`config.mk`:
```
export PLATFORM = sky130hd
export DESIGN_NAME = dovp_ram
export DESIGN_NICKNAME = d
export VERILOG_FILES = /design/src/rtl/core/dovp_ram.sv
export SDC_FILE = /design/constraint.sdc
export NUM_CORES = 1
export LEC_CHECK = 0
export BUFFER_PORTS_ARGS = -buffer_cell sky130_fd_sc_hd__buf_4
export CAP_MARGIN = 30
export CORE_ASPECT_RATIO = 1.5
export CORE_MARGIN = 2
export CORE_UTILIZATION = 51
export DETAILED_ROUTE_END_ITERATION = 10
export GPL_ROUTABILITY_DRIVEN = 0
export PLACE_DENSITY = 0.83
export SYNTH_ARGS = -nofsm -noshare
export SYNTH_HDL_FRONTEND = slang
export SYNTH_SLANG_ARGS = --single-unit
```
`constraint.sdc`:
```
create_clock -name clk -period 1.7 [get_ports clk]
set_clock_uncertainty 0.15 [all_clocks]
set_input_delay 0.085 -clock clk [delete_from_list [all_inputs] [get_ports clk]]
set_output_delay 0.085 -clock clk [all_outputs]
set_load 0.05 [all_outputs]
```
`src/rtl/core/dovp_ram.sv`:
```
// ----------------------------------------------------------------------------
// dovp_ram
// Generic single-write, single-read synchronous RAM with registered read.
// ----------------------------------------------------------------------------
module dovp_ram #(
  parameter int WIDTH = 8,
  parameter int DEPTH = 16
) (
  input  logic                     clk,
  input  logic                     we,
  input  logic [$clog2(DEPTH)-1:0] waddr,
  input  logic [WIDTH-1:0]         wdata,
  input  logic [$clog2(DEPTH)-1:0] raddr,
  output logic [WIDTH-1:0]         rdata
);

  logic [WIDTH-1:0] mem_r [DEPTH];
  logic [WIDTH-1:0] rdata_r;

  // Write when enabled; read every cycle
  always_ff @(posedge clk) begin
    if (we) begin
      mem_r[waddr] <= wdata;
    end
    rdata_r <= mem_r[raddr];
  end

  assign rdata = rdata_r;

endmodule

```
==> flow_results.xml <==
<?xml version="1.0" encoding="UTF-8"?>
<metrics>
  <group name="run_status">
    <metric name="run_status" unit="">completed</metric>
  </group>
  <group name="die">
    <metric name="design.die.area" unit="mm^2">0.0109</metric>
    <metric name="floorplan.core_area" unit="mm^2">0.00974</metric>
    <metric name="initial_utilization" unit="%">52.8</metric>
    <metric name="die_h" unit="um">127</metric>
    <metric name="die_w" unit="um">86.0</metric>
    <metric name="row_count" unit="">44</metric>
    <metric name="ios" unit="">26</metric>
  </group>
  <group name="synthesis">
    <metric name="postSynthNetCount" unit="">247</metric>
    <metric name="yosys_register_bits" unit="">136</metric>
    <metric name="mappedNetlistArea" unit="mm^2">0.00515</metric>
    <metric name="async_flop_share" unit="%">0</metric>
    <metric name="postSynthCellCount" unit="">229</metric>
    <metric name="most_used_flip_flop_cell_after_synthesis" unit="">sky130_fd_sc_hd__edfxtp_1</metric>
    <metric name="netlist-cell-type-count" unit="">19</metric>
    <metric name="post-synth-top-area-fraction" unit="%">74.7</metric>
    <metric name="synth_commonest_cells" unit="">sky130_fd_sc_hd__edfxtp_1, sky130_fd_sc_hd__mux4_2, sky130_fd_sc_hd__a22oi_1</metric>
    <metric name="synth.area.top_cells" unit="">sky130_fd_sc_hd__edfxtp_1, sky130_fd_sc_hd__mux4_2, sky130_fd_sc_hd__mux4_1, sky130_fd_sc_hd__dfxtp_1, sky130_fd_sc_hd__a22oi_1</metric>
    <metric name="yosysWarningCount" unit="">0</metric>
    <metric name="synth.most_common_cell" unit="">sky130_fd_sc_hd__edfxtp_1</metric>
    <metric name="post-synth-top-area-cell" unit="">sky130_fd_sc_hd__edfxtp_1</metric>
    <metric name="synth_edf_count" unit="">128</metric>
    <metric name="ys_seq_area_share" unit="%">77.8</metric>
    <metric name="synth.avg_cell_area" unit="um^2">22.5</metric>
  </group>
  <group name="placement">
    <metric name="dp.final_hpwl" unit="um">6590</metric>
    <metric name="placement.io_buffers" unit="">25</metric>
    <metric name="preCtsSetupSlack" unit="ns">0.0443</metric>
  </group>
  <group name="drt">
    <metric name="detail_route.iter0.violations" unit="">250</metric>
    <metric name="ant_nets" unit="">0</metric>
    <metric name="route.final.wire_length" unit="um">9780</metric>
    <metric name="route.vias.total" unit="">2510</metric>
    <metric name="post_drt_via_cell_ratio" unit="">5.92</metric>
    <metric name="drt_drc_violations_left" unit="">0</metric>
    <metric name="routed_wire_length_per_instance" unit="um">23.1</metric>
    <metric name="dr.pass1.iters" unit="">4</metric>
  </group>
  <group name="sta">
    <metric name="fmax" unit="MHz">650</metric>
    <metric name="timing_hold_violations_final" unit="">0</metric>
    <metric name="report.final.setup_viol" unit="">0</metric>
    <metric name="drv_slew" unit="">0</metric>
    <metric name="timing.setup.tns" unit="ns">0</metric>
    <metric name="post-route-min-period" unit="ns">1.54</metric>
    <metric name="tightest_slew" unit="ns">0.359</metric>
    <metric name="fin_hold_ws" unit="ns">0.0416</metric>
    <metric name="fin_ws" unit="ns">0.160</metric>
    <metric name="min_period_over_period" unit="%">90.6</metric>
    <metric name="worst_slew_slack_as_a_fraction_of_its_limit" unit="%">76.0</metric>
    <metric name="rsz0062_at_grt" unit="">no</metric>
  </group>
  <group name="global_routing">
    <metric name="first_global_vias" unit="">2683</metric>
    <metric name="grt_first_pass_wirelength" unit="um">14900</metric>
    <metric name="grt_use_total" unit="%">19.4</metric>
    <metric name="antenna_found_initial" unit="">0</metric>
    <metric name="grt_start_max_net_pins" unit="">18</metric>
    <metric name="grt_overflow_total" unit="">0</metric>
  </group>
  <group name="clocking">
    <metric name="cts_tree" unit="">done</metric>
    <metric name="clkSinkCount" unit="">136</metric>
    <metric name="numCtsBuffers" unit="">17</metric>
    <metric name="cts-htree-levels" unit="">4</metric>
    <metric name="ctsRootBufferMaster" unit="">sky130_fd_sc_hd__clkbuf_16</metric>
    <metric name="cts.repair_timing.setup_buffer_count" unit="">0</metric>
    <metric name="cts-root-to-sink-buffers" unit="">2</metric>
    <metric name="clk_transition_reported_paths" unit="ns">0.06</metric>
    <metric name="clk-insertion-delay-late" unit="ns">0.40</metric>
  </group>
  <group name="final_layout">
    <metric name="design.final.nets" unit="">314</metric>
    <metric name="antenna-diode-count" unit="">0</metric>
    <metric name="drive_gt1_share" unit="%">31.1</metric>
    <metric name="area.growth.synth_to_final" unit="%">21.2</metric>
  </group>
  <group name="pwr">
    <metric name="cellPowerDensity" unit="mW/mm^2">1220</metric>
    <metric name="cellLeakagePower" unit="uW">0.00215</metric>
    <metric name="max-vdd-ir-drop" unit="uV">848</metric>
  </group>
  <group name="worst_setup_path">
    <metric name="ws_path_type" unit="">register to register</metric>
    <metric name="endpoint_kind" unit="">register</metric>
    <metric name="cp_max_fo" unit="">1</metric>
    <metric name="crit_path_start_kind" unit="">register</metric>
    <metric name="worst-endpoint-arrival" unit="ns">1.68</metric>
    <metric name="worst_ep_required_time" unit="ns">1.84</metric>
  </group>
  <group name="flow_run">
    <metric name="max_cap_viol_count" unit="">0</metric>
  </group>
  <group name="hold_path">
    <metric name="worst_hold_check_path_type" unit="">primary input to register</metric>
  </group>
</metrics>
==> path summary, 6_finish.rpt <==
check	end	cells after the start	start	slack, ns
max	rdata[3]	3	mem_r[2][3]	0.16
max reg2reg	rdata[3]	3	mem_r[2][3]	0.16
min reg2reg	rdata[4]	3	mem_r[14][4]	0.52
min	mem_r[4][7]	3	waddr[0]	0.04
==> critical path: stages (launching register included) <==
cell	delay, ns
sky130_fd_sc_hd__edfxtp_1	0.37
sky130_fd_sc_hd__mux4_1	0.51
sky130_fd_sc_hd__a22oi_1	0.29
sky130_fd_sc_hd__nand2_1	0.10
==> sequential cells by signal (all words and copies together), names as in the netlist <==
| register | flops |
|---|---|
| mem_r | 128 |
| rdata | 8 |
==> cells by family after synthesis <==
logic type / share of synthesized area, %
flip-flops: 77.8
AND/OR/NAND/NOR: 3.18
AO/OA/AOI/OAI: 2.33
buffers and inverters: 1.68
multiplexers: 15.0
==> per-layer routing <==
metal / GRT usage, % / wire (um)
met1: 22.5 / 3730
met2: 32.9 / 5350
met3: 4.78 / 459
met4: 10.2 / 237
met5: 0 / 0
==> power breakdown <==
part	switching [uW]	internal (uW)
registers	25.8	3750
clock network	1220	2140
logic	272	194
total	1520	6090
==> per-stage QoR <==
| stage | utilization, % | cell area, um^2 | total power, uW | instances |
|---|---|---|---|---|
| floorplan | - | 5150 | 4100 | 229 |
| global placement | 57.6 | 5610 | 4280 | 384 |
| detailed placement | 57.6 | 5610 | 4300 | 384 |
| CTS | 64.0 | 6240 | 7680 | 424 |
| global route | 64.0 | 6240 | 7810 | 424 |
| finish | 64.0 | 6240 | 7610 | 424 |
==> cell type report <==
class / count / area (um^2)
sequential: 136 / 4000
fill: 621 / 3500
multi-input combinational: 83 / 1060
timing repair buffer: 58 / 480
clock buffer: 23 / 448
tap: 115 / 144
clock inverter: 9 / 103
==> repair_timing <==
item | CTS | global route
hold endpoints to repair | 128 | 0
hold buffers | 8 | 0
gates resized for setup | 0 | 0
==> layout by cell type, fill, tap and decap left out, drive strengths merged, types with 2 or more instances in the layout <==
cell / count
clkbuf: 23
buf: 50
nand3b: 2
nor2: 13
edfxtp: 128
mux4: 32
nor3: 4
clkinvlp: 3
clkinv: 4
dfxtp: 8
nand2b: 2
bufinv: 2
nand2: 9
dlygate4sd3: 8
a22oi: 16
Power figures use the tool's default switching activity.
